## config.mk

```make
export PLATFORM = sky130hd
export DESIGN_NAME = qtr_ctrl
export DESIGN_NICKNAME = d
export VERILOG_FILES = /design/src/design/qtr_pkg.sv /design/src/design/qtr_ctrl.sv
export SDC_FILE = /design/constraint.sdc
export NUM_CORES = 1
export LEC_CHECK = 0
export BUFFER_PORTS_ARGS = -buffer_cell sky130_fd_sc_hd__buf_2
export CELL_PAD_IN_SITES_DETAIL_PLACEMENT = 1
export CELL_PAD_IN_SITES_GLOBAL_PLACEMENT = 1
export CORE_MARGIN = 2
export CORE_UTILIZATION = 30
export CTS_CLUSTER_SIZE = 20
export DETAILED_ROUTE_END_ITERATION = 16
export HOLD_SLACK_MARGIN = 0.12
export PLACE_DENSITY_LB_ADDON = 0.1
export SYNTH_ARGS = -nofsm -noshare
export SYNTH_HDL_FRONTEND = slang
export SYNTH_SLANG_ARGS = --single-unit
export TNS_END_PERCENT = 50
```

## constraint.sdc

```tcl
create_clock -name clk -period 2.9 [get_ports clk]
set_clock_uncertainty 0.2 [all_clocks]
set_input_delay 0.145 -clock clk [delete_from_list [all_inputs] [get_ports clk]]
set_output_delay 0.145 -clock clk [all_outputs]
set_load 0.03 [all_outputs]
```

## src/design/qtr_pkg.sv

```systemverilog
`timescale 1ns / 1ps
`default_nettype none
package qtr_pkg;

  localparam int POS_W = 12;
  localparam int SCALE_W = 24;
  localparam int OP_W = 2;
  localparam int ROW_W = 2;
  localparam int Q_W = 32;
  localparam int CFG_INDEX_W = 2;
  localparam int CORDIC_STEPS = 24;
  localparam int CNT_W = 6;
  localparam int CW = 34;
  localparam int ACC_W = 40;
  localparam int PROD_W = 2 * CW;

  localparam logic [OP_W-1:0] OP_START = 2'd0;
  localparam logic [OP_W-1:0] OP_MOTION = 2'd1;
  localparam logic [OP_W-1:0] OP_STOP = 2'd2;
  localparam logic [OP_W-1:0] OP_RESET = 2'd3;

  localparam logic [CFG_INDEX_W-1:0] CFG_X_SCALE = 2'd0;
  localparam logic [CFG_INDEX_W-1:0] CFG_Y_SCALE = 2'd1;
  localparam logic [SCALE_W-1:0] SCALE_RESET = 24'd16384;

  localparam logic signed [Q_W-1:0] ONE_Q30 = 32'sd1073741824;
  localparam logic signed [CW-1:0] CORDIC_GAIN = 34'sd652032874;
  localparam logic signed [ACC_W-1:0] DXY_LIMIT = 40'sd2147483647;
  localparam logic signed [ACC_W-1:0] SAT_MAX = 40'sd2147483647;
  localparam logic signed [ACC_W-1:0] SAT_MIN = -40'sd2147483648;

  typedef enum logic [4:0] {
    DP_NOP, DP_LATCH, DP_MUL_DX, DP_SET_DX, DP_MUL_DY, DP_SET_DY,
    DP_MUL_DXX, DP_SET_RAD, DP_MUL_DYY, DP_ADD_RAD, DP_SQRT,
    DP_COPY_CQ, DP_CORDIC_INIT, DP_CORDIC, DP_QUAD, DP_MUL_NY, DP_MUL_NX,
    DP_DIV_INIT, DP_DIV, DP_DIV_END_Y, DP_DIV_END_X, DP_MAC_CLR,
    DP_QMUL, DP_QACC, DP_QSTORE, DP_MAT_INIT, DP_MMUL, DP_MACC,
    DP_MSTORE, DP_COMMIT
  } dp_op_t;

  typedef struct packed {
    dp_op_t op;
    logic [CNT_W-1:0] cnt;
  } ctl_cmd_t;

  typedef struct packed {
    logic dragging;
    logic a_zero;
  } dp_status_t;

  typedef struct packed {
    logic [1:0] a;
    logic [1:0] b;
    logic neg;
  } mterm_t;

  // arctangent of 2^-i in 2^32-per-turn units
  function automatic logic [30:0] atan_turn(input logic [4:0] i);
    logic [30:0] v;
    begin
      unique case (i)
        5'd0: v = 31'd536870912;  5'd1: v = 31'd316933406;
        5'd2: v = 31'd167458907;  5'd3: v = 31'd85004756;
        5'd4: v = 31'd42667331;   5'd5: v = 31'd21354465;
        5'd6: v = 31'd10680350;   5'd7: v = 31'd5340245;
        5'd8: v = 31'd2670163;    5'd9: v = 31'd1335087;
        5'd10: v = 31'd667544;    5'd11: v = 31'd333772;
        5'd12: v = 31'd166886;    5'd13: v = 31'd83443;
        5'd14: v = 31'd41722;     5'd15: v = 31'd20861;
        5'd16: v = 31'd10430;     5'd17: v = 31'd5215;
        5'd18: v = 31'd2608;      5'd19: v = 31'd1304;
        5'd20: v = 31'd652;       5'd21: v = 31'd326;
        5'd22: v = 31'd163;       5'd23: v = 31'd81;
        5'd24: v = 31'd41;        5'd25: v = 31'd20;
        5'd26: v = 31'd10;        5'd27: v = 31'd5;
        5'd28: v = 31'd3;         5'd29: v = 31'd1;
        default: v = 31'd0;
      endcase
      return v;
    end
  endfunction

  function automatic logic signed [Q_W-1:0] sat32(input logic signed [ACC_W-1:0] v);
    begin
      if (v > SAT_MAX) return SAT_MAX[Q_W-1:0];
      if (v < SAT_MIN) return SAT_MIN[Q_W-1:0];
      return v[Q_W-1:0];
    end
  endfunction

  function automatic logic signed [Q_W-1:0] clamp_dxy(input logic signed [ACC_W-1:0] v);
    begin
      if (v > DXY_LIMIT) return DXY_LIMIT[Q_W-1:0];
      if (v < -DXY_LIMIT) return 32'(-DXY_LIMIT);
      return v[Q_W-1:0];
    end
  endfunction

  // sign of term j in component i of the product dq * cq
  function automatic logic quat_neg(input logic [1:0] i, input logic [1:0] j);
    begin
      return (i == 2'd0 && j != 2'd0) || (i == 2'd1 && j == 2'd3) ||
             (i == 2'd2 && j == 2'd1) || (i == 2'd3 && j == 2'd2);
    end
  endfunction

  // operands (w=0, x=1, y=2, z=3) of term t of matrix entry e
  function automatic mterm_t mat_term(input logic [3:0] e, input logic t);
    mterm_t m;
    begin
      unique case ({e, t})
        5'd0:  m = '{2'd2, 2'd2, 1'b1};
        5'd1:  m = '{2'd3, 2'd3, 1'b1};
        5'd2:  m = '{2'd1, 2'd2, 1'b0};
        5'd3:  m = '{2'd3, 2'd0, 1'b0};
        5'd4:  m = '{2'd3, 2'd1, 1'b0};
        5'd5:  m = '{2'd2, 2'd0, 1'b1};
        5'd6:  m = '{2'd1, 2'd2, 1'b0};
        5'd7:  m = '{2'd3, 2'd0, 1'b1};
        5'd8:  m = '{2'd3, 2'd3, 1'b1};
        5'd9:  m = '{2'd1, 2'd1, 1'b1};
        5'd10: m = '{2'd2, 2'd3, 1'b0};
        5'd11: m = '{2'd1, 2'd0, 1'b0};
        5'd12: m = '{2'd3, 2'd1, 1'b0};
        5'd13: m = '{2'd2, 2'd0, 1'b0};
        5'd14: m = '{2'd2, 2'd3, 1'b0};
        5'd15: m = '{2'd1, 2'd0, 1'b1};
        5'd16: m = '{2'd1, 2'd1, 1'b1};
        5'd17: m = '{2'd2, 2'd2, 1'b1};
        default: m = '{2'd0, 2'd0, 1'b0};
      endcase
      return m;
    end
  endfunction

  function automatic logic mat_diag(input logic [3:0] e);
    begin
      return e == 4'd0 || e == 4'd4 || e == 4'd8;
    end
  endfunction

endpackage
`default_nettype wire

```

## src/design/qtr_ctrl.sv

```systemverilog
`timescale 1ns / 1ps
`default_nettype none
module qtr_ctrl import qtr_pkg::*; (
  input  wire logic            clk,
  input  wire logic            rst,
  input  wire logic            in_valid,
  input  wire logic [OP_W-1:0] in_op,
  output      logic            in_ready,
  input  wire dp_status_t      status,
  input  wire logic            out_busy,
  output      logic            out_load,
  output      ctl_cmd_t        cmd
);

  typedef enum logic [4:0] {
    S_IDLE, S_MUL_DX, S_SET_DX, S_MUL_DY, S_SET_DY, S_MUL_DXX, S_SET_RAD,
    S_MUL_DYY, S_ADD_RAD, S_SQRT, S_CHECK, S_CORDIC, S_QUAD, S_MUL_N,
    S_DIV_INIT, S_DIV, S_DIV_END, S_QCLR, S_QMUL, S_QACC, S_QSTORE,
    S_MINIT, S_MMUL, S_MACC, S_MSTORE, S_COMMIT, S_EMIT
  } state_t;

  state_t state;
  logic [CNT_W-1:0] cnt;
  logic div_x;
  logic is_stop;

  assign in_ready = (state == S_IDLE);
  assign out_load = (state == S_EMIT) && !out_busy;

  always_comb begin
    cmd.cnt = cnt;
    unique case (state)
      S_IDLE:     cmd.op = in_valid ? DP_LATCH : DP_NOP;
      S_MUL_DX:   cmd.op = DP_MUL_DX;
      S_SET_DX:   cmd.op = DP_SET_DX;
      S_MUL_DY:   cmd.op = DP_MUL_DY;
      S_SET_DY:   cmd.op = DP_SET_DY;
      S_MUL_DXX:  cmd.op = DP_MUL_DXX;
      S_SET_RAD:  cmd.op = DP_SET_RAD;
      S_MUL_DYY:  cmd.op = DP_MUL_DYY;
      S_ADD_RAD:  cmd.op = DP_ADD_RAD;
      S_SQRT:     cmd.op = DP_SQRT;
      S_CHECK:    cmd.op = status.a_zero ? DP_COPY_CQ : DP_CORDIC_INIT;
      S_CORDIC:   cmd.op = DP_CORDIC;
      S_QUAD:     cmd.op = DP_QUAD;
      S_MUL_N:    cmd.op = div_x ? DP_MUL_NX : DP_MUL_NY;
      S_DIV_INIT: cmd.op = DP_DIV_INIT;
      S_DIV:      cmd.op = DP_DIV;
      S_DIV_END:  cmd.op = div_x ? DP_DIV_END_X : DP_DIV_END_Y;
      S_QCLR:     cmd.op = DP_MAC_CLR;
      S_QMUL:     cmd.op = DP_QMUL;
      S_QACC:     cmd.op = DP_QACC;
      S_QSTORE:   cmd.op = DP_QSTORE;
      S_MINIT:    cmd.op = DP_MAT_INIT;
      S_MMUL:     cmd.op = DP_MMUL;
      S_MACC:     cmd.op = DP_MACC;
      S_MSTORE:   cmd.op = DP_MSTORE;
      S_COMMIT:   cmd.op = DP_COMMIT;
      S_EMIT:     cmd.op = DP_NOP;
      default:    cmd.op = DP_NOP;
    endcase
  end

  always_ff @(posedge clk) begin
    if (rst) begin
      state <= S_IDLE;
      cnt <= '0;
      div_x <= 1'b0;
      is_stop <= 1'b0;
    end else begin
      unique case (state)
        S_IDLE: begin
          if (in_valid) begin
            is_stop <= (in_op == OP_STOP);
            unique case (in_op)
              OP_MOTION: state <= status.dragging ? S_MUL_DX : S_EMIT;
              OP_STOP:   state <= status.dragging ? S_MUL_DX : S_COMMIT;
              default:   state <= S_EMIT;
            endcase
          end
        end
        S_MUL_DX:  state <= S_SET_DX;
        S_SET_DX:  state <= S_MUL_DY;
        S_MUL_DY:  state <= S_SET_DY;
        S_SET_DY:  state <= S_MUL_DXX;
        S_MUL_DXX: state <= S_SET_RAD;
        S_SET_RAD: state <= S_MUL_DYY;
        S_MUL_DYY: state <= S_ADD_RAD;
        S_ADD_RAD: begin
          state <= S_SQRT;
          cnt <= '0;
        end
        S_SQRT: begin
          cnt <= cnt + 1'b1;
          if (cnt == CNT_W'(Q_W - 1)) state <= S_CHECK;
        end
        S_CHECK: begin
          cnt <= '0;
          state <= status.a_zero ? S_MINIT : S_CORDIC;
        end
        S_CORDIC: begin
          cnt <= cnt + 1'b1;
          if (cnt == CNT_W'(CORDIC_STEPS - 1)) state <= S_QUAD;
        end
        S_QUAD: begin
          div_x <= 1'b0;
          state <= S_MUL_N;
        end
        S_MUL_N: state <= S_DIV_INIT;
        S_DIV_INIT: begin
          cnt <= '0;
          state <= S_DIV;
        end
        S_DIV: begin
          cnt <= cnt + 1'b1;
          if (&cnt) state <= S_DIV_END;
        end
        S_DIV_END: begin
          cnt <= '0;
          if (div_x) begin
            state <= S_QCLR;
          end else begin
            div_x <= 1'b1;
            state <= S_MUL_N;
          end
        end
        S_QCLR: state <= S_QMUL;
        S_QMUL: state <= S_QACC;
        S_QACC: begin
          if (cnt[1:0] == 2'd3) begin
            state <= S_QSTORE;
          end else begin
            cnt <= cnt + 1'b1;
            state <= S_QMUL;
          end
        end
        S_QSTORE: begin
          if (cnt[3:2] == 2'd3) begin
            cnt <= '0;
            state <= S_MINIT;
          end else begin
            cnt <= cnt + 1'b1;
            state <= S_QCLR;
          end
        end
        S_MINIT: state <= S_MMUL;
        S_MMUL: state <= S_MACC;
        S_MACC: begin
          if (cnt[0]) begin
            state <= S_MSTORE;
          end else begin
            cnt <= cnt + 1'b1;
            state <= S_MMUL;
          end
        end
        S_MSTORE: begin
          cnt <= cnt + 1'b1;
          if (cnt[4:1] == 4'd8) state <= is_stop ? S_COMMIT : S_EMIT;
          else state <= S_MINIT;
        end
        S_COMMIT: state <= S_EMIT;
        S_EMIT: if (!out_busy) state <= S_IDLE;
        default: state <= S_IDLE;
      endcase
    end
  end

endmodule
`default_nettype wire

```

==> run metrics, run 1 <==
total routed wirelength roughly 5800 µm; Yosys top cell by area dfxtp_1; GPL Wtd Cong around 0.75; initial antenna violation count 0; first-pass GRT wire length ~9700 µm; chip height 78.9 µm; clk slew on worst S/H paths roughly 0.060 ns; Die Width 78.9 µm; Sinks on Clock Net 13; Crit path arrival time approximately 2.7 ns; vias in the first global route roughly 1,900; synthesized area 1680 µm²; DR vias ~1,900; remaining global-route overflow 0; synthesized flop and latch total 13; CP Cell Sequence ha_2, nand3_2, or3b_4, a311oi_4, o211ai_1, a21oi_1, dlygate4sd3_1; CTS tree done; H-tree depth 1; Reg2Reg Depth 7; fillers 716; Mapped Cells 233; area delta synth->final 15.0%; Rel. slew slack 0.566; share of layout cells above drive strength 1 0.202; nets about 260; fmax approximately 0.36 GHz; Skew-Pair Late Insertion Delay roughly 0.25 ns; critical path startpoint category register; Slew Limit Fails 0; Min-Delay Path Depth 6; Hold Vio Cnt, Final 0; Max Root-Sink Buffers 2; Slowest cell on crit path dlygate4sd3_1; Synth Area per Inst 7.23 µm²; Buffers on Ports 20; LEAKAGE around 0.74 nW; Routed wire per std cell 18.0 µm; Async SR Flop Fraction 0; Syn Nets about 250; Crit Path Category register to register; Final HPWL DP 4240 µm; maximum VDD drop 0.000426 V; Setup Viol. Count Final 0; Worst setup EP type register; worst min-delay path category input port to register; I/O pin cnt 21; Iteration-0 DRC Markers 91; routed vias/inst between 5 and 6; Placement Rows 27; Yosys warning count 0; Fin Hold WS roughly 0.35 ns; power per cell area ~950 nW/µm²; Die Area 6230 µm²; Worst Path Required 2.90 ns; setup_tns 0 ns; diode count 0; Design Power ~0.0018 W; crit path time final 2.75 ns; top post-synthesis cells by area dfxtp_1 15%, a21oi_1 5.3%, o21ai_0 5.3%; top-area cell type share of the netlist area 0.155; RSZ-0062 raised after global routing no; core area around 5500 µm²; largest net degree at the start of global routing 24; Worst-Margin Slew between 0.6 and 0.7 ns; Initial Utilization 0.308; crit path max fanout 6; Worst path max stage delay around 0.56 ns; Total GRT Usage 0.195; final cycle utilization of the critical path 0.948; CTS Buf Count 3; Main synth FF type dfxtp_1; status complete, no violations; Post-synth EDFFs 0; # DRC 0; sequential fraction of the synthesis area 0.155; drt pass-1 iters 4; Synth cell types between 60 and 70; Post-DRT Antenna Nets 0; max_cap viols 0; Post-Route Utilization 0.354; CTS root buf clkbuf_8
[final timing paths]
kind	slack, ns	startpoint	endpoint
worst max-delay path	0.15	cnt[1]	state[4]
worst min-delay path	0.35	status[1]	state[0]
worst max register to register	0.15	cnt[1]	state[4]
worst min register to register	0.42	cnt[5]	cnt[5]
[cell usage after synthesis (3+ instances only)]
cell and number:
a21oi_1 18, a31oi_1 8, and2_1 3, and3_1 3, and3b_1 4, buf_2 11
clkbuf_1 9, dfxtp_1 13, ha_1 4, inv_1 5, nand2_1 12, nand2b_1 9
nand3_1 5, nor2_1 16, nor2b_1 10, nor3_1 4, nor3b_1 4, o211ai_1 7
o21ai_0 18, o31ai_1 4, o32ai_1 4, or2_2 3, or3_1 3, xor2_1 3
[final cells by class]
| class | count | area (µm²) | share of cell area |
|---|---|---|---|
| Timing Repair Buffer | 35 | 225 | 0.116 |
| Tap cell | 72 | 90.1 | 0.0465 |
| Sequential cell | 13 | 264 | 0.136 |
| Clock inverter | 1 | 5.00 | 0.00258 |
| Clock buffer | 3 | 41.3 | 0.0213 |
| Inverter | 5 | 18.8 | 0.00969 |
| Multi-Input combinational cell | 191 | 1290 | 0.667 |
[sequential cells by signal, summed over array words and instances, names as in the netlist]
| name | flops |
|---|---|
| div_x | 1 |
| cnt | 6 |
| state | 5 |
| is_stop | 1 |
[where the power goes]
group	switching [W]	total (W)	internal (W)
clock network	0.0000781	0.000173	0.0000952
logic	0.000792	0.00130	0.000504
registers	0.000156	0.000378	0.000223
[timing repair]
item | in CTS | in global routing
setup buffers | 0 | 0
hold buffers | 5 | 0
gates resized for setup | 0 | 4
endpoints found under the setup margin | 0 | 2
hold endpoints to repair | 9 | 0
[metal layers]
metal	global-route usage	part of all wire	up-vias
li1	-	-	922
met1	0.281	0.49	929
met2	0.311	0.47	42
met3	0.0295	0.034	4
met4	0.0345	0.0050	0
met5	0	0	-
[per-stage QoR]
stage	setup slack [ns]	instance area [µm²]	cells
2_1_floorplan	0.512	1680	233
3_3_place_gp	0.507	1830	311
3_5_place_dp	0.437	1830	311
4_1_cts	0.0587	1930	320
5_1_grt	0.00333	1940	320
6_report	0.152	1940	320
[layout by cell type (no fill, tap or decap), drive strengths merged, types with 5 or more instances in the layout]
cell and instances:
nand2 13, inv 5, a31oi 8, nand3 6, o32ai 5, nor2 16
dlygate4sd3 5, buf 30, nand2b 9, dfxtp 13, o211ai 7, a21oi 18
nor2b 10, o21ai 18
[cell families after synthesis]
group / after synthesis / share of synthesized area
AOI/OAI and AO/OA: 89 / 0.385
xor gates and xnor gates: 4 / 0.0208
adders and majority gates: 4 / 0.0297
buffers and inverters: 29 / 0.0795
DFF: 13 / 0.155
muxes: 2 / 0.0119
and+or+nand+nor: 92 / 0.319
[critical path, delay by kind of cell (launching register included)]
| family | cells | cell delay (ns) |
|---|---|---|
| flip-flops | 1 | 0.35 |
| AND/OR/NAND/NOR | 2 | 0.57 |
| AO/OA/AOI/OAI | 3 | 0.73 |
| adder cells (fa/ha/maj) | 1 | 0.28 |
| buffers and inverters | 1 | 0.56 |
No activity file was read; power rests on OpenSTA's default activity.
==> inputs of run 2 (changes only) <==
--- a/config.mk
+++ b/config.mk
@@ -5,15 +5,16 @@
 export SDC_FILE = /design/constraint.sdc
 export NUM_CORES = 1
 export LEC_CHECK = 0
-export BUFFER_PORTS_ARGS = -buffer_cell sky130_fd_sc_hd__buf_2
 export CELL_PAD_IN_SITES_DETAIL_PLACEMENT = 1
 export CELL_PAD_IN_SITES_GLOBAL_PLACEMENT = 1
 export CORE_MARGIN = 2
 export CORE_UTILIZATION = 30
+export CTS_CLUSTER_DIAMETER = 200
 export CTS_CLUSTER_SIZE = 20
 export DETAILED_ROUTE_END_ITERATION = 16
+export DONT_BUFFER_PORTS = 1
 export HOLD_SLACK_MARGIN = 0.12
-export PLACE_DENSITY_LB_ADDON = 0.1
+export PLACE_DENSITY_LB_ADDON = 0.05
 export SYNTH_ARGS = -nofsm -noshare
 export SYNTH_HDL_FRONTEND = slang
 export SYNTH_SLANG_ARGS = --single-unit
==> run 2 against run 1 <==
  * Global-route usage up 1.2 points
  * Core utilization is 0.89 points lower
  * Sequential share of layout area grew 0.22 points
  * Critical path depth up 1
  * Setup slack improved by 0.091 ns
  * Register-to-register slack gained 0.09 ns
  * Die area did not move
  * Sequential cell count unchanged
  * Via count shrank 0.63%
  * Maximum frequency is 3.4% higher
  * Critical path type unchanged
  * Largest cell class unchanged
  * Largest power group unchanged
==> run metrics, run 2 (synthesis results as in run 1) <==
Skew-Pair Late Insertion Delay 0.25 ns (about the same); initial antenna violation count 0 (unchanged); Placement Rows 27 (unchanged); DR vias 1,885 (-0.63%); Non-Filler Instances 308 (-3.8%); largest registers cnt (6), state (5); area delta synth->final 12.1%; total routed wirelength 6170 µm (+7.2%); final cycle utilization of the critical path 0.916 (-0.0315); Crit path arrival time 2.56 ns (-0.18 ns); chip height 78.9 µm (unchanged); I/O pin cnt 21 (unchanged); max reg flops 6 (unchanged); crit path time final 2.66 ns (-0.0913 ns); maximum VDD drop 0.000357 V (-16%); drt pass-1 iters 4 (unchanged); fmax 0.376 GHz (+3.4%); Setup Fix Bufs, Post-CTS 0 (unchanged); H-tree depth 1 (unchanged); power per cell area 990 nW/µm² (+3.7%); Worst Path Required 2.81 ns (-0.09 ns); nets 249 (-4.6%); clk slew on worst S/H paths 0.06 ns (about the same); max_cap viols 0 (unchanged); remaining global-route overflow 0 (unchanged); Slowest cell on crit path dlygate4sd3_1; Initial Utilization 0.308 (unchanged); core area 5470 µm² (unchanged); most used cell along the critical path buf_4; cell count after placement 300 (-3.5%); Design Power 0.00187 W (+1.1%); Max Root-Sink Buffers 2 (unchanged); CTS Buf Count 3 (unchanged); most frequent cells in the layout 19 x buf_4, 18 x o21ai_0, 18 x a21oi_1; M2 GR Usage 0.330 (+0.0188); crit path max fanout 17 (+11); diode count 0 (unchanged); LEAKAGE 0.681 nW (-7.8%); Buffers on Ports 0 (-100%); critical path startpoint category register; share of layout cells above drive strength 1 0.148 (-0.0533); routed vias/inst 6.12 (+3.2%); CP Cell Sequence buf_4, or3_1, nor3_1, buf_4, nand2_1, mux2i_1, dlygate4sd3_1, nor2_1; Die Width 78.9 µm (unchanged); worst reg-to-reg setup slack 0.24 ns (+0.09 ns); most flop-heavy register cnt; first-pass GRT wire length 10,300 µm (+5.8%); CTS tree done; # DRC 0 (unchanged); GPL Wtd Cong 0.802 (+6.8%); GRT Max-Usage Layer met2; Post-DRT Antenna Nets 0 (unchanged); setup_tns 0 ns (unchanged); Slew Limit Fails 0 (unchanged); largest net degree at the start of global routing 23 (-4.2%); status complete, no violations; Iteration-0 DRC Markers 192 (+110%); Routed wire per std cell 20.0 µm (+11%); Final HPWL DP 4650 µm (+9.5%); met1 Track Usage GR 0.305 (+0.0239); Worst-Margin Slew 0.757 ns (+0.111 ns); Hold Vio Cnt, Final 0 (unchanged); commonest non-fill, non-tap cell in the layout buf_4; Sinks on Clock Net 13 (unchanged); worst min-delay path category input port to register; Crit Path Category register to register; RSZ-0062 raised after global routing no; met3 Use GR 0.0341 (+0.00455); Die Area 6230 µm² (unchanged); Setup Viol. Count Final 0 (unchanged); Worst setup EP type register; CTS root buf clkbuf_8; Total GRT Usage 0.207 (+0.0117); Rel. slew slack 0.495 (-0.0713); vias in the first global route 1,945 (+3.6%); Worst path max stage delay 0.56 ns (about the same)
[run 2: changes by cell type in the layout (fill, tap and decap cells not counted)]
cell and change:
buf_2 -20, buf_4 +9, clkbuf_1 +1, clkinv_2 -1, dfxtp_1 +2, dfxtp_2 -2
dlygate4sd3_1 -1, ha_1 +1, ha_2 -1
[run 2: worst max-delay path: cells and delay by family, from the launching register on]
kind / cells / cell delay [ns]
DFF: 1 / 0.47
and+or+nand+nor: 4 / 0.68
buffers and inverters: 3 / 1.04
muxes: 1 / 0.13
[run 2: repair_timing]
action,4_1_cts,5_1_grt
setup endpoints to repair,0,1
resized for setup,0,1
hold endpoints to repair,13,0
hold buffers,4,0
[run 2: worst paths after layout]
check / depth (start not counted) / start / endpoint
setup reg to reg: 8 / state[1] / is_stop
hold / removal: 3 / status[1] / state[1]
hold reg to reg: 2 / div_x / div_x
setup / recovery: 8 / state[1] / is_stop
[run 2: layout make-up]
type                    count  area [µm²]
clock buffers               4        45.0
repair buffers             23         183
well taps                  72        90.1
fillers                   715        3580
flip-flops and latches     13         262
inverters                   5        18.8
multi-input cells         191        1290
[run 2: report_power, final]
group	switching [W]	internal, W
sequential	0.000136	0.000220
combinational	0.000828	0.000514
clock	0.0000739	0.0000972
total	0.00104	0.000831
[run 2: per-layer routing]
layer / vias up / part of all wire
li1: 888 / -
met4: 0 / 0.0013
met5: - / 0
met1: 945 / 0.48
met2: 50 / 0.47
met3: 2 / 0.048
[run 2: per-stage QoR]
step	utilization	hold slack (ns)	worst slack (ns)	area (µm²)
3_3_place_gp	0.329	0.0169	0.468	1800
3_5_place_dp	0.329	0.0212	0.472	1800
6_report	0.345	0.204	0.243	1890
4_1_cts	0.345	0.209	0.165	1890
2_1_floorplan	-	0.0927	0.512	1680
5_1_grt	0.345	0.209	0.0640	1890
