File: config.mk
export PLATFORM = sky130hd
export DESIGN_NAME = qtr_outbuf_flat
export DESIGN_NICKNAME = d
export VERILOG_FILES = /design/src/design/qtr_pkg.sv /design/src/design/qtr_if.sv /design/src/design/qtr_outbuf.sv /design/src/flat_wrapper.sv
export SDC_FILE = /design/constraint.sdc
export NUM_CORES = 1
export LEC_CHECK = 0
export ABC_AREA = 1
export BUFFER_PORTS_ARGS = -buffer_cell sky130_fd_sc_hd__buf_2
export CORE_MARGIN = 4
export CORE_UTILIZATION = 43
export CTS_CLUSTER_SIZE = 8
export DETAILED_ROUTE_END_ITERATION = 6
export PLACE_DENSITY = 0.74
export SETUP_SLACK_MARGIN = 0.1
export SLEW_MARGIN = 20
export SYNTH_ARGS = -nofsm -noshare
export SYNTH_HDL_FRONTEND = slang
export SYNTH_SLANG_ARGS = --single-unit
File: constraint.sdc
create_clock -name clk -period 1.4 [get_ports clk]
set_input_delay 0.14 -clock clk [delete_from_list [all_inputs] [get_ports clk]]
set_output_delay 0.14 -clock clk [all_outputs]
set_load 0.01 [all_outputs]
File: src/design/qtr_pkg.sv
`timescale 1ns / 1ps
`default_nettype none
package qtr_pkg;

  localparam int POS_W = 12;
  localparam int SCALE_W = 24;
  localparam int OP_W = 2;
  localparam int ROW_W = 2;
  localparam int Q_W = 32;
  localparam int CFG_INDEX_W = 2;
  localparam int CORDIC_STEPS = 24;
  localparam int CNT_W = 6;
  localparam int CW = 34;
  localparam int ACC_W = 40;
  localparam int PROD_W = 2 * CW;

  localparam logic [OP_W-1:0] OP_START = 2'd0;
  localparam logic [OP_W-1:0] OP_MOTION = 2'd1;
  localparam logic [OP_W-1:0] OP_STOP = 2'd2;
  localparam logic [OP_W-1:0] OP_RESET = 2'd3;

  localparam logic [CFG_INDEX_W-1:0] CFG_X_SCALE = 2'd0;
  localparam logic [CFG_INDEX_W-1:0] CFG_Y_SCALE = 2'd1;
  localparam logic [SCALE_W-1:0] SCALE_RESET = 24'd16384;

  localparam logic signed [Q_W-1:0] ONE_Q30 = 32'sd1073741824;
  localparam logic signed [CW-1:0] CORDIC_GAIN = 34'sd652032874;
  localparam logic signed [ACC_W-1:0] DXY_LIMIT = 40'sd2147483647;
  localparam logic signed [ACC_W-1:0] SAT_MAX = 40'sd2147483647;
  localparam logic signed [ACC_W-1:0] SAT_MIN = -40'sd2147483648;

  typedef enum logic [4:0] {
    DP_NOP, DP_LATCH, DP_MUL_DX, DP_SET_DX, DP_MUL_DY, DP_SET_DY,
    DP_MUL_DXX, DP_SET_RAD, DP_MUL_DYY, DP_ADD_RAD, DP_SQRT,
    DP_COPY_CQ, DP_CORDIC_INIT, DP_CORDIC, DP_QUAD, DP_MUL_NY, DP_MUL_NX,
    DP_DIV_INIT, DP_DIV, DP_DIV_END_Y, DP_DIV_END_X, DP_MAC_CLR,
    DP_QMUL, DP_QACC, DP_QSTORE, DP_MAT_INIT, DP_MMUL, DP_MACC,
    DP_MSTORE, DP_COMMIT
  } dp_op_t;

  typedef struct packed {
    dp_op_t op;
    logic [CNT_W-1:0] cnt;
  } ctl_cmd_t;

  typedef struct packed {
    logic dragging;
    logic a_zero;
  } dp_status_t;

  typedef struct packed {
    logic [1:0] a;
    logic [1:0] b;
    logic neg;
  } mterm_t;

  // arctangent of 2^-i in 2^32-per-turn units
  function automatic logic [30:0] atan_turn(input logic [4:0] i);
    logic [30:0] v;
    begin
      unique case (i)
        5'd0: v = 31'd536870912;  5'd1: v = 31'd316933406;
        5'd2: v = 31'd167458907;  5'd3: v = 31'd85004756;
        5'd4: v = 31'd42667331;   5'd5: v = 31'd21354465;
        5'd6: v = 31'd10680350;   5'd7: v = 31'd5340245;
        5'd8: v = 31'd2670163;    5'd9: v = 31'd1335087;
        5'd10: v = 31'd667544;    5'd11: v = 31'd333772;
        5'd12: v = 31'd166886;    5'd13: v = 31'd83443;
        5'd14: v = 31'd41722;     5'd15: v = 31'd20861;
        5'd16: v = 31'd10430;     5'd17: v = 31'd5215;
        5'd18: v = 31'd2608;      5'd19: v = 31'd1304;
        5'd20: v = 31'd652;       5'd21: v = 31'd326;
        5'd22: v = 31'd163;       5'd23: v = 31'd81;
        5'd24: v = 31'd41;        5'd25: v = 31'd20;
        5'd26: v = 31'd10;        5'd27: v = 31'd5;
        5'd28: v = 31'd3;         5'd29: v = 31'd1;
        default: v = 31'd0;
      endcase
      return v;
    end
  endfunction

  function automatic logic signed [Q_W-1:0] sat32(input logic signed [ACC_W-1:0] v);
    begin
      if (v > SAT_MAX) return SAT_MAX[Q_W-1:0];
      if (v < SAT_MIN) return SAT_MIN[Q_W-1:0];
      return v[Q_W-1:0];
    end
  endfunction

  function automatic logic signed [Q_W-1:0] clamp_dxy(input logic signed [ACC_W-1:0] v);
    begin
      if (v > DXY_LIMIT) return DXY_LIMIT[Q_W-1:0];
      if (v < -DXY_LIMIT) return 32'(-DXY_LIMIT);
      return v[Q_W-1:0];
    end
  endfunction

  // sign of term j in component i of the product dq * cq
  function automatic logic quat_neg(input logic [1:0] i, input logic [1:0] j);
    begin
      return (i == 2'd0 && j != 2'd0) || (i == 2'd1 && j == 2'd3) ||
             (i == 2'd2 && j == 2'd1) || (i == 2'd3 && j == 2'd2);
    end
  endfunction

  // operands (w=0, x=1, y=2, z=3) of term t of matrix entry e
  function automatic mterm_t mat_term(input logic [3:0] e, input logic t);
    mterm_t m;
    begin
      unique case ({e, t})
        5'd0:  m = '{2'd2, 2'd2, 1'b1};
        5'd1:  m = '{2'd3, 2'd3, 1'b1};
        5'd2:  m = '{2'd1, 2'd2, 1'b0};
        5'd3:  m = '{2'd3, 2'd0, 1'b0};
        5'd4:  m = '{2'd3, 2'd1, 1'b0};
        5'd5:  m = '{2'd2, 2'd0, 1'b1};
        5'd6:  m = '{2'd1, 2'd2, 1'b0};
        5'd7:  m = '{2'd3, 2'd0, 1'b1};
        5'd8:  m = '{2'd3, 2'd3, 1'b1};
        5'd9:  m = '{2'd1, 2'd1, 1'b1};
        5'd10: m = '{2'd2, 2'd3, 1'b0};
        5'd11: m = '{2'd1, 2'd0, 1'b0};
        5'd12: m = '{2'd3, 2'd1, 1'b0};
        5'd13: m = '{2'd2, 2'd0, 1'b0};
        5'd14: m = '{2'd2, 2'd3, 1'b0};
        5'd15: m = '{2'd1, 2'd0, 1'b1};
        5'd16: m = '{2'd1, 2'd1, 1'b1};
        5'd17: m = '{2'd2, 2'd2, 1'b1};
        default: m = '{2'd0, 2'd0, 1'b0};
      endcase
      return m;
    end
  endfunction

  function automatic logic mat_diag(input logic [3:0] e);
    begin
      return e == 4'd0 || e == 4'd4 || e == 4'd8;
    end
  endfunction

endpackage
`default_nettype wire

File: src/design/qtr_if.sv
`timescale 1ns / 1ps
`default_nettype none


interface qtr_row_if import qtr_pkg::*; ();
  logic valid;
  logic ready;
  logic [ROW_W-1:0] row_index;
  logic signed [Q_W-1:0] col_zero;
  logic signed [Q_W-1:0] col_one;
  logic signed [Q_W-1:0] col_two;
  logic last_row;
  modport source(output valid, output row_index, output col_zero, output col_one,
                 output col_two, output last_row, input ready);
  modport sink(input valid, input row_index, input col_zero, input col_one,
               input col_two, input last_row, output ready);
endinterface
`default_nettype wire

File: src/design/qtr_outbuf.sv
`timescale 1ns / 1ps
`default_nettype none
module qtr_outbuf import qtr_pkg::*; (
  input  wire logic                  clk,
  input  wire logic                  rst,
  input  wire logic                  load,
  input  wire logic signed [Q_W-1:0] mat [9],
  output      logic                  busy,
  qtr_row_if.source                  rows
);

  logic signed [Q_W-1:0] snap [9];
  logic [ROW_W-1:0] row;
  logic valid;

  assign busy = valid;
  assign rows.valid = valid;
  assign rows.row_index = row;
  assign rows.last_row = (row == 2'd2);

  always_comb begin
    unique case (row)
      2'd0: begin
        rows.col_zero = snap[0]; rows.col_one = snap[1]; rows.col_two = snap[2];
      end
      2'd1: begin
        rows.col_zero = snap[3]; rows.col_one = snap[4]; rows.col_two = snap[5];
      end
      default: begin
        rows.col_zero = snap[6]; rows.col_one = snap[7]; rows.col_two = snap[8];
      end
    endcase
  end

  always_ff @(posedge clk) begin
    if (load) for (int i = 0; i < 9; i++) snap[i] <= mat[i];
  end

  always_ff @(posedge clk) begin
    if (rst) begin
      valid <= 1'b0;
      row <= '0;
    end else if (load) begin
      valid <= 1'b1;
      row <= '0;
    end else if (valid && rows.ready) begin
      row <= row + 1'b1;
      if (row == 2'd2) valid <= 1'b0;
    end
  end

endmodule
`default_nettype wire

File: src/flat_wrapper.sv
// flat-port wrapper written by rule: the top's interface ports become plain ports
module qtr_outbuf_flat import qtr_pkg::*;
  (clk, rst, load, mat, busy, rows_valid, rows_row_index, rows_col_zero, rows_col_one, rows_col_two, rows_last_row, rows_ready);
  qtr_row_if rows_i ();
  input  wire logic clk;
  input  wire logic rst;
  input  wire logic load;
  input  wire logic signed [Q_W-1:0] mat[9];
  output      logic busy;
  output wire logic [$bits(rows_i.valid)-1:0] rows_valid;
  output wire logic [$bits(rows_i.row_index)-1:0] rows_row_index;
  output wire logic [$bits(rows_i.col_zero)-1:0] rows_col_zero;
  output wire logic [$bits(rows_i.col_one)-1:0] rows_col_one;
  output wire logic [$bits(rows_i.col_two)-1:0] rows_col_two;
  output wire logic [$bits(rows_i.last_row)-1:0] rows_last_row;
  input wire logic [$bits(rows_i.ready)-1:0] rows_ready;
  assign rows_valid = rows_i.valid;
  assign rows_row_index = rows_i.row_index;
  assign rows_col_zero = rows_i.col_zero;
  assign rows_col_one = rows_i.col_one;
  assign rows_col_two = rows_i.col_two;
  assign rows_last_row = rows_i.last_row;
  assign rows_i.ready = rows_ready;
  qtr_outbuf u_core (.clk(clk), .rst(rst), .load(load), .mat(mat), .busy(busy), .rows(rows_i));
endmodule
==> qor.json, run 1 <==
{
  "floorplan": {
    "core_area_sq_um": 24200,
    "fp-row-count": 57,
    "start_util": 0.436,
    "floorplan.die.width_um": 165,
    "fp.dieH_um": 165,
    "ports": 393,
    "die_area_sq_um": 27200
  },
  "critical_path": {
    "critPathSlowestCell": "sky130_fd_sc_hd__dfxtp_4",
    "cell_breakdown_of_the_critical_path": "inv_4, ha_4, nor2_4, buf_12, buf_8, buf_16, nand2_1, nand3_2, buf_6",
    "cp_arrival_ns": 1.94,
    "crit_buf_inv": 5,
    "critical_path_class": "flop to primary output",
    "path_delay_family": "buffers and inverters",
    "cp-start-kind": "flop",
    "timing.critical_path.to_type": "primary output",
    "worstPathMaxFanout": 6,
    "required_ns": 1.26,
    "cp_peak_stage_delay_ns": 0.37
  },
  "cts": {
    "cts_tree": "done",
    "htree_num_levels": 2,
    "cts.sink_count": 291,
    "clk_path_buf_depth": 3,
    "cts_buffers": 42,
    "clock_tree.root_cell": "sky130_fd_sc_hd__clkbuf_16",
    "clock_network_latency_to_the_later_pin_of_the_worst_skew_pair_ns": 0.52,
    "clk_transition_reported_paths_ns": 0.05
  },
  "detailed_routing": {
    "detailroute.via_count": 9730,
    "avgViaCountPerCell": 5.35,
    "drt.antenna.violating_nets": 0,
    "drtPass1Iterations": 6,
    "drt-initial-drc-count": 907,
    "routedWlPerCell_um": 24.3,
    "drc": 0,
    "totalWireLength_mm": 44.2
  },
  "run": {
    "drv_cap": 0
  },
  "synthesis": {
    "synthCells": 728,
    "synth.cell_area_sq_um": 10600,
    "post_synth.cell_area_avg_sq_um": 14.5,
    "synth.lib_cells_used.distinct": 13,
    "seq_area_frac_synth": 0.824,
    "synth_seq_cells": 291,
    "netlist.area_leader.share": 0.818,
    "ranking_of_synthesized_cells_by_area": "sky130_fd_sc_hd__edfxtp_1, sky130_fd_sc_hd__nand2_1, sky130_fd_sc_hd__nand3_1",
    "ys.warnings.count": 0,
    "syn-num-nets": 1023,
    "synth_top_area_cell": "sky130_fd_sc_hd__edfxtp_1"
  },
  "outcome": {
    "failed_checks": "negative setup slack",
    "run_status": "finished with violations"
  },
  "sta": {
    "timing.slew.headroom": 0.802,
    "layout_setup_ws_ns": -0.683,
    "hold_viol": 0,
    "worst_slew_pin_slew_ns": 0.297,
    "timing.final.max_slew_violations": 0,
    "setup_repair_after_global_routing_missed_its_margin": "true",
    "min_period_over_period": 1.49,
    "setup-violations-final": 97,
    "hold-worst-slack_ns": 0.325,
    "final.min_clock_period_ns": 2.08,
    "timing.clock.skew_ns": 0.00107,
    "max_freq_mhz": 480
  },
  "grt": {
    "gr-total-overflow": 0,
    "grt_max_degree": 44,
    "gr-usage-all-layers": 0.296,
    "grt_pass1_vias": 10424,
    "grt_first_pass_wirelength_mm": 60.0,
    "antenna_found_initial": 6
  },
  "pwr": {
    "total_power_uw": 23100,
    "power.density_cell_area_nw_per_um2": 1230,
    "vdd_drop_max_uv": 1210,
    "leakagePower_uw": 0.00813
  },
  "placement": {
    "io_buffers": 392,
    "gpl.final_weighted_congestion": 0.805,
    "hpwlAfterDp_mm": 20.3
  },
  "final_layout": {
    "layout_commonest_cell": "sky130_fd_sc_hd__buf_2",
    "layout.nets": 1769,
    "final_layout_size_suffix_gt1_frac": 0.418,
    "layout_common_cells": "sky130_fd_sc_hd__buf_2, sky130_fd_sc_hd__dlygate4sd3_1, sky130_fd_sc_hd__edfxtp_1, sky130_fd_sc_hd__nand2_1, sky130_fd_sc_hd__buf_6",
    "area_growth_pct": 77.9
  },
  "min_path": {
    "timing.hold.worst.class": "input pin to flop"
  }
}
routing by layer:
layer  GRT usage  wire length [um]
met5           0                 7
met4       0.159              2470
met3      0.0831              5090
met2       0.507             22100
met1       0.338             14600
worst register-to-register path: stages, from the launching register on:
cell and delay [ns]:
sky130_fd_sc_hd__dfxtp_4 0.38, sky130_fd_sc_hd__inv_4 0.04, sky130_fd_sc_hd__buf_4 0.13, sky130_fd_sc_hd__ha_4 0.16
sky130_fd_sc_hd__buf_4 0.13, sky130_fd_sc_hd__nand2_1 0.07, sky130_fd_sc_hd__nand2_1 0.05, sky130_fd_sc_hd__a21oi_1 0.18
report_power, final:
group | internal, uW | switching, uW
clock | 5410 | 3660
sequential | 10400 | 339
combinational | 1790 | 1550
total | 17600 | 5550
timing repair:
item	in CTS	in global routing
pin swaps	4	5
endpoints found under the hold margin	294	0
resized for setup	89	137
cloned	8	3
setup endpoints to repair	99	99
buffers inserted	7	0
hold buffers	291	0
flip-flops by register name (all words and copies together) (netlist names):
| signal | count |
|---|---|
| u_core.rows.row_index | 2 |
| u_core.busy | 1 |
| u_core.snap | 288 |
through the flow:
step	instance area [sq um]	setup TNS (ns)	std cells	setup slack, ns	util
5_1_grt	18800	-66.13	1816	-0.747	0.776
3_3_place_gp	13400	-6.84	1446	-0.167	0.552
2_1_floorplan	10800	0	728	0.0496	-
6_report	18800	-59.96	1818	-0.683	0.776
4_1_cts	18100	-57.40	1808	-0.645	0.748
3_5_place_dp	13400	-8.44	1446	-0.164	0.552
logic make-up (layout without fill, tap and decap cells):
family          Yosys count  after routing  synth area share
flops                   291            291             0.824
simple gates            396            396             0.153
fa+ha+maj                 3              3           0.00355
buf+inv                  36            795            0.0192
other cells               0              7                 0
compound gates            2              2          0.000947
final cells by class:
| type | count | area (sq um) |
|---|---|---|
| clock inverter | 4 | 37.5 |
| antenna | 7 | 17.5 |
| clock buffer | 53 | 1090 |
| fill | 1176 | 5430 |
| inverter | 3 | 16.3 |
| tap | 324 | 405 |
| sequential | 291 | 8720 |
| multi-input combinational | 401 | 2390 |
| timing repair buffer | 735 | 6140 |
final timing paths:
kind	from	to	slack, ns	cells past startpoint
min	mat[71]	u_core.snap[0][199]	0.32	2
max	u_core.rows.row_index[1]	rows_col_two[9]	-0.68	9
min reg2reg	u_core.busy	u_core.busy	0.57	2
max reg2reg	u_core.rows.row_index[0]	u_core.busy	0.17	7
cell usage after synthesis (all sizes together):
library cell  number
a21oi              2
buf               23
clkbuf            10
dfxtp              3
edfxtp           288
ha                 3
inv                3
nand2            294
nand3             97
nor2               5
Power figures use the tool's default switching activity.
==> run 2: changes to the inputs <==
==> constraint.sdc (replaced) <==
create_clock -name clk -period 1.4 [get_ports clk]
set_input_delay 0.14 -clock clk [delete_from_list [all_inputs] [get_ports clk]]
set_output_delay 0.14 -clock clk [all_outputs]
set_load 0.1 [all_outputs]
==> qor.json, run 2 (synthesis results as in run 1) <==
{
  "outcome": {
    "run_status": "finished with violations",
    "failed_checks": "negative setup slack"
  },
  "placement": {
    "io_buffers": {"value": 392, "change": "unchanged"},
    "place_inst": {"value": 1457, "change": "+0.76%"},
    "dp_worst_setup_slack": {"value": -0.267, "unit": "ns", "change": "-0.103 ns"},
    "gpl.final_weighted_congestion": {"value": 0.894, "change": "+11%"},
    "cell_area_after_placement": {"value": 16000, "unit": "sq um", "change": "+19%"},
    "hpwlAfterDp": {"value": 23.1, "unit": "mm", "change": "+14%"}
  },
  "cts": {
    "htree_num_levels": {"value": 2, "change": "unchanged"},
    "clk_transition_reported_paths": {"value": 0.06, "unit": "ns", "change": "about the same"},
    "clock_network_latency_to_the_later_pin_of_the_worst_skew_pair": {"value": 0.51, "unit": "ns", "change": "about the same"},
    "cts.sink_count": {"value": 291, "change": "unchanged"},
    "clock_tree.root_cell": "sky130_fd_sc_hd__clkbuf_16",
    "cts_tree": "done",
    "cts_buffers": {"value": 42, "change": "unchanged"},
    "clk_path_buf_depth": {"value": 3, "change": "unchanged"}
  },
  "critical_path": {
    "cp-start-kind": "flop",
    "critical_path_class": "flop to primary output",
    "required": {"value": 1.26, "unit": "ns", "change": "about the same"},
    "timing.critical_path.to_type": "primary output",
    "worstPathMaxFanout": {"value": 9, "change": "+3"},
    "cp_arrival": {"value": 2.03, "unit": "ns", "change": "+0.09 ns"}
  },
  "grt": {
    "grt_pass1_vias": {"value": 11001, "change": "+5.5%"},
    "gr-total-overflow": {"value": 0, "change": "unchanged"},
    "gr-usage-all-layers": {"value": 0.342, "change": "+0.0457"},
    "antenna_found_initial": {"value": 5, "change": "-1"},
    "grt_max_degree": {"value": 38, "change": "-14%"},
    "grt_first_pass_wirelength": {"value": 67.8, "unit": "mm", "change": "+13%"}
  },
  "final_layout": {
    "area_growth_pct": 99.9,
    "final_standard_cell_count_with_taps_included_and_fillers_excluded": {"value": 1825, "change": "+0.39%"},
    "regArea": {"value": 8720, "unit": "sq um", "change": "about the same"},
    "final_area": {"value": 21100, "unit": "sq um", "change": "+12%"},
    "num-fill-cells": {"value": 865, "change": "-26%"},
    "largest_register": "u_core.snap",
    "largest_register_ff_count": {"value": 288, "change": "unchanged"},
    "total_area_of_multi_input_combinational_cells": {"value": 3470, "unit": "sq um", "change": "+45%"},
    "layout_common_cells": "sky130_fd_sc_hd__dlygate4sd3_1, sky130_fd_sc_hd__buf_2, sky130_fd_sc_hd__edfxtp_1, sky130_fd_sc_hd__nand2_1, sky130_fd_sc_hd__buf_12",
    "layout.nets": {"value": 1780, "change": "+0.62%"},
    "final_layout_size_suffix_gt1_frac": {"value": 0.471, "change": "+0.0523"}
  },
  "detailed_routing": {
    "totalWireLength": {"value": 50.0, "unit": "mm", "change": "+13%"},
    "drtPass1Iterations": {"value": 5, "change": "-1"},
    "drc": {"value": 0, "change": "unchanged"},
    "detailroute.via_count": {"value": 10034, "change": "+3.1%"},
    "drt-initial-drc-count": {"value": 793, "change": "-13%"},
    "avgViaCountPerCell": {"value": 5.50, "change": "+2.7%"},
    "drt.antenna.violating_nets": {"value": 0, "change": "unchanged"},
    "routedWlPerCell": {"value": 27.4, "unit": "um", "change": "+13%"}
  },
  "sta": {
    "max_freq": {"value": 461, "unit": "MHz", "change": "-4.0%"},
    "worst_slew_pin_slew": {"value": 0.365, "unit": "ns", "change": "+0.0678 ns"},
    "timing.clock.skew": {"value": 0.00676, "unit": "ns", "change": "+0.00570 ns"},
    "min_period_over_period": {"value": 1.55, "change": "+0.0627"},
    "setup-violations-final": {"value": 98, "change": "+1.0%"},
    "timing.final.max_slew_violations": {"value": 0, "change": "unchanged"},
    "final_setup_tns": {"value": -69.15, "unit": "ns", "change": "-9.20 ns"},
    "final.min_clock_period": {"value": 2.17, "unit": "ns", "change": "+0.0877 ns"},
    "layout_setup_ws": {"value": -0.771, "unit": "ns", "change": "-0.0877 ns"},
    "hold_viol": {"value": 0, "change": "unchanged"},
    "timing.slew.headroom": {"value": 0.757, "change": "-0.0452"},
    "setup_repair_after_global_routing_missed_its_margin": "true"
  },
  "pwr": {
    "leakagePower": {"value": 0.00902, "unit": "uW", "change": "+11%"},
    "vdd_drop_max": {"value": 1270, "unit": "uV", "change": "+5.2%"},
    "power.density_cell_area": {"value": 1300, "unit": "nW/um^2", "change": "+6.0%"}
  },
  "min_path": {
    "timing.hold.worst.class": "input pin to flop"
  },
  "floorplan": {
    "floorplan.die.width": {"value": 165, "unit": "um", "change": "unchanged"},
    "start_util": {"value": 0.436, "change": "unchanged"},
    "core_area": {"value": 24200, "unit": "sq um", "change": "unchanged"},
    "fp-row-count": {"value": 57, "change": "unchanged"},
    "die_area": {"value": 27200, "unit": "sq um", "change": "unchanged"},
    "ports": {"value": 393, "change": "unchanged"},
    "fp.dieH": {"value": 165, "unit": "um", "change": "unchanged"}
  },
  "run": {
    "drv_cap": {"value": 0, "change": "unchanged"}
  }
}
[run 2: power by group]
group	internal, uW	switching, uW	total, uW
registers	10400	400	10800
logic	2810	4290	7100
clock network	5880	3750	9640
[run 2: through the flow]
stage                      util  total power (uW)  hold slack (ns)
after floorplan               -             14100            0.202
after detailed placement  0.660             16600            0.305
final                     0.872             27500           0.0328
after global routing      0.871             28100           0.0290
after global placement    0.660             16500            0.307
after CTS                 0.851             26700           0.0234
[run 2: final timing paths]
check	end	startpoint	depth (start not counted)	slack (ns)
worst min register to register	u_core.busy	u_core.busy	2	0.55
worst min-delay path	u_core.snap[0][176]	load	1	0.03
worst max-delay path	rows_col_one[22]	u_core.rows.row_index[1]	8	-0.77
worst max register to register	u_core.busy	u_core.rows.row_index[1]	7	0.10
[run 2: what timing repair did]
item,in CTS,in global routing
endpoints found under the setup margin,99,99
hold buffers,290,0
resized for setup,100,91
setup buffers,6,2
cloned,6,5
hold endpoints to repair,291,0
pin swaps,2,3
[run 2: routing by layer]
| metal | vias to the layer above | GRT usage | wire length [um] |
|---|---|---|---|
| met5 | - | 0 | 7 |
| met4 | 2 | 0.184 | 2840 |
| met3 | 202 | 0.103 | 5370 |
| met2 | 841 | 0.598 | 25700 |
| met1 | 4889 | 0.373 | 16100 |
| li1 | 4100 | - | - |
[run 2: worst max-delay path, stage by stage, from the launching register on]
cell and delay, ns:
sky130_fd_sc_hd__dfxtp_4 0.37, sky130_fd_sc_hd__inv_6 0.05, sky130_fd_sc_hd__ha_4 0.17, sky130_fd_sc_hd__nor2_4 0.17, sky130_fd_sc_hd__buf_12 0.20, sky130_fd_sc_hd__buf_12 0.18
sky130_fd_sc_hd__nand2_2 0.11, sky130_fd_sc_hd__nand3_4 0.09, sky130_fd_sc_hd__buf_12 0.18
[run 2: cell type report]
cell class / instances / share of cell area
flip-flops and latches: 291 / 0.413
repair buffers: 746 / 0.346
multi-input cells: 401 / 0.164
clock buffers: 54 / 0.0549
well taps: 324 / 0.0192
clock inverters: 1 / 0.00142
inverters: 3 / 0.000888
diodes: 5 / 0.000592
==> run 3: changes to the inputs <==
--- a/config.mk
+++ b/config.mk
@@ -11,7 +11,7 @@
 export CORE_UTILIZATION = 43
 export CTS_CLUSTER_SIZE = 8
 export DETAILED_ROUTE_END_ITERATION = 6
-export PLACE_DENSITY = 0.74
+export PLACE_DENSITY = 0.71
 export SETUP_SLACK_MARGIN = 0.1
 export SLEW_MARGIN = 20
 export SYNTH_ARGS = -nofsm -noshare
==> constraint.sdc (replaced) <==
create_clock -name clk -period 2.2 [get_ports clk]
set_input_delay 0.22 -clock clk [delete_from_list [all_inputs] [get_ports clk]]
set_output_delay 0.22 -clock clk [all_outputs]
set_load 0.1 [all_outputs]
==> qor.json, run 3 (synthesis results as in run 1) <==
{
  "outcome": {
    "run_status": "finished with violations",
    "failed_checks": "negative setup slack"
  },
  "final_layout": {
    "final_standard_cell_count_with_taps_included_and_fillers_excluded": {"value": 1787, "change": "-2.1%"},
    "largest_register_ff_count": {"value": 288, "change": "unchanged"},
    "layout_commonest_cell": "sky130_fd_sc_hd__buf_2",
    "area_growth_pct": 86.6,
    "num-fill-cells": {"value": 1111, "change": "+28%"},
    "layout.nets": {"value": 1750, "change": "-1.7%"},
    "layout_common_cells": "sky130_fd_sc_hd__buf_2, sky130_fd_sc_hd__dlygate4sd3_1, sky130_fd_sc_hd__edfxtp_1, sky130_fd_sc_hd__nand2_1, sky130_fd_sc_hd__buf_12",
    "largest_register": "u_core.snap",
    "final_layout_size_suffix_gt1_frac": {"value": 0.405, "change": "-0.0655"}
  },
  "sta": {
    "timing.slew.headroom": {"value": 0.633, "change": "-0.124"},
    "hold_viol": {"value": 0, "change": "unchanged"},
    "setup_repair_after_global_routing_missed_its_margin": "true",
    "final_setup_tns": {"value": -0.268, "unit": "ns", "change": "+68.89 ns"},
    "max_freq_mhz": 445,
    "final.min_clock_period_ns": 2.25,
    "timing.final.max_slew_violations": {"value": 0, "change": "unchanged"},
    "layout_setup_ws": {"value": -0.0480, "unit": "ns", "change": "+0.723 ns"},
    "worst_slew_pin_slew": {"value": 0.554, "unit": "ns", "change": "+0.189 ns"},
    "timing.clock.skew": {"value": 0.000316, "unit": "ns", "change": "-0.00645 ns"},
    "min_period_over_period": 1.02,
    "setup-violations-final": {"value": 19, "change": "-81%"}
  },
  "cts": {
    "clock_network_latency_to_the_later_pin_of_the_worst_skew_pair": {"value": 0.52, "unit": "ns", "change": "about the same"},
    "cts_buffers": {"value": 42, "change": "unchanged"},
    "cts_tree": "done",
    "clk_transition_reported_paths": {"value": 0.05, "unit": "ns", "change": "about the same"},
    "cts.sink_count": {"value": 291, "change": "unchanged"},
    "clock_tree.root_cell": "sky130_fd_sc_hd__clkbuf_16",
    "clk_path_buf_depth": {"value": 3, "change": "unchanged"},
    "htree_num_levels": {"value": 2, "change": "unchanged"}
  },
  "critical_path": {
    "timing.critical_path.to_type": "primary output",
    "critical_path_class": "flop to primary output",
    "cp_peak_stage_delay": {"value": 0.38, "unit": "ns", "change": "about the same"},
    "worstPathMaxFanout": {"value": 34, "change": "+25"},
    "path_delay_family": "buffers and inverters",
    "cell_breakdown_of_the_critical_path": "inv_4, ha_4, nor2_4, buf_6, buf_16, nand2_1, nand3_4, buf_12",
    "cp-start-kind": "flop",
    "cp_arrival": {"value": 2.03, "unit": "ns", "change": "about the same"},
    "required": {"value": 1.98, "unit": "ns", "change": "+0.72 ns"},
    "crit_buf_inv": {"value": 4, "change": "unchanged"},
    "critPathSlowestCell": "sky130_fd_sc_hd__dfxtp_4"
  },
  "placement": {
    "gpl.final_weighted_congestion": {"value": 0.878, "change": "-1.8%"},
    "hpwlAfterDp": {"value": 21.0, "unit": "mm", "change": "-9.4%"},
    "io_buffers": {"value": 392, "change": "unchanged"},
    "place_inst": {"value": 1427, "change": "-2.1%"}
  },
  "grt": {
    "gr-total-overflow": {"value": 0, "change": "unchanged"},
    "grtUsageMet1": {"value": 0.327, "change": "-0.0454"},
    "met2_usage": {"value": 0.523, "change": "-0.0749"},
    "antenna_found_initial": {"value": 3, "change": "-2"},
    "gr-usage-all-layers": {"value": 0.302, "change": "-0.0403"},
    "grt_busiest_layer": "met2",
    "gr-usage-met3": {"value": 0.102, "change": "-0.000499"},
    "grt_max_degree": {"value": 58, "change": "+53%"},
    "grt_first_pass_wirelength": {"value": 60.5, "unit": "mm", "change": "-11%"},
    "grt_pass1_vias": {"value": 10352, "change": "-5.9%"}
  },
  "pwr": {
    "total_power": {"value": 16600, "unit": "uW", "change": "-40%"},
    "power.share.sequential": {"value": 0.408, "change": "+0.016"},
    "netSwitchingFraction": {"value": 0.301, "change": "-0.00605"},
    "vdd_drop_max": {"value": 676, "unit": "uV", "change": "-47%"},
    "power.density_cell_area": {"value": 842, "unit": "nW/um^2", "change": "-35%"},
    "net-switching-power": {"value": 5000, "unit": "uW", "change": "-41%"},
    "power_frac_comb": {"value": 0.252, "change": "-0.006"},
    "pwr-share-clk": {"value": 0.340, "change": "-0.010"},
    "leakagePower": {"value": 0.00835, "unit": "uW", "change": "-7.5%"},
    "internal_power": {"value": 11600, "unit": "uW", "change": "-39%"}
  },
  "run": {
    "drv_cap": {"value": 0, "change": "unchanged"}
  },
  "detailed_routing": {
    "routedWlPerCell": {"value": 23.9, "unit": "um", "change": "-13%"},
    "totalWireLength": {"value": 42.8, "unit": "mm", "change": "-14%"},
    "avgViaCountPerCell": {"value": 5.24, "change": "-4.8%"},
    "detailroute.via_count": {"value": 9356, "change": "-6.8%"},
    "drc": {"value": 0, "change": "unchanged"},
    "drtPass1Iterations": {"value": 5, "change": "unchanged"},
    "drt-initial-drc-count": {"value": 879, "change": "+11%"},
    "drt.antenna.violating_nets": {"value": 0, "change": "unchanged"}
  },
  "floorplan": {
    "floorplan.die.width": {"value": 165, "unit": "um", "change": "unchanged"},
    "die_area": {"value": 27200, "unit": "sq um", "change": "unchanged"},
    "fp.dieH": {"value": 165, "unit": "um", "change": "unchanged"},
    "start_util": {"value": 0.436, "change": "unchanged"},
    "ports": {"value": 393, "change": "unchanged"},
    "fp-row-count": {"value": 57, "change": "unchanged"},
    "core_area": {"value": 24200, "unit": "sq um", "change": "unchanged"}
  },
  "min_path": {
    "timing.hold.worst.class": "input pin to flop"
  }
}
==> run 3: cell types whose count changed in the layout (fill, tap and decap cells not counted), sizes merged <==
| cell | change |
|---|---|
| clkbuf | -11 |
| dlygate4sd3 | +1 |
| bufinv | -1 |
| inv | +2 |
| diode | -1 |
| buf | -30 |
| clkinv | +2 |
==> run 3: routing by layer <==
| metal | share of wire | vias up |
|---|---|---|
| li1 | - | 4022 |
| met1 | 0.33 | 4519 |
| met2 | 0.51 | 678 |
| met3 | 0.11 | 137 |
| met4 | 0.052 | 0 |
| met5 | 0 | - |
==> run 3: stage by stage <==
stage / util / hold slack, ns / cell area [sq um] / setup WS (ns)
3_3_place_gp: 0.628 / 0.394 / 15200 / 0.439
6_report: 0.814 / 0.133 / 19700 / -0.0480
2_1_floorplan: - / 0.289 / 11400 / 0.147
4_1_cts: 0.809 / 0.126 / 19600 / -0.0439
3_5_place_dp: 0.628 / 0.395 / 15200 / 0.397
5_1_grt: 0.814 / 0.146 / 19700 / -0.122
==> run 3: final timing paths <==
| kind | slack (ns) | to | cells past startpoint | start |
|---|---|---|---|---|
| worst max register to register | 0.46 | u_core.busy | 8 | u_core.rows.row_index[0] |
| worst max-delay path | -0.05 | rows_col_one[24] | 8 | u_core.rows.row_index[0] |
| worst min-delay path | 0.13 | u_core.snap[0][285] | 1 | load |
| worst min register to register | 0.62 | u_core.rows.row_index[1] | 4 | u_core.rows.row_index[1] |
==> run 3: power by group through the flow <==
| stage | sequential (uW) | clock, uW | combinational (uW) |
|---|---|---|---|
| 6_report | 6780 | 5650 | 4180 |
| 5_1_grt | 6800 | 5990 | 4300 |
| 3_5_place_dp | 6820 | 0 | 3550 |
| 3_3_place_gp | 6800 | 0 | 3510 |
| 2_1_floorplan | 6790 | 0 | 2050 |
| 4_1_cts | 6740 | 5590 | 4070 |
==> run 3: repair_timing <==
item	in CTS	in global routing
buffers inserted	7	1
setup endpoints to repair	96	96
cloned	6	3
gates resized for setup	46	6
hold buffers	291	0
endpoints found under the hold margin	291	0
pin swaps	3	1
==> run 3: layout make-up <==
type	count	area, sq um	share of cell area
Antenna cell	4	10.0	0.000507
Clock buffer	44	1060	0.0536
Clock inverter	4	38.8	0.00197
Inverter	3	13.8	0.000697
Multi-Input combinational cell	401	2610	0.132
Sequential cell	291	8720	0.442
Tap cell	324	405	0.0205
Timing Repair Buffer	716	6880	0.349
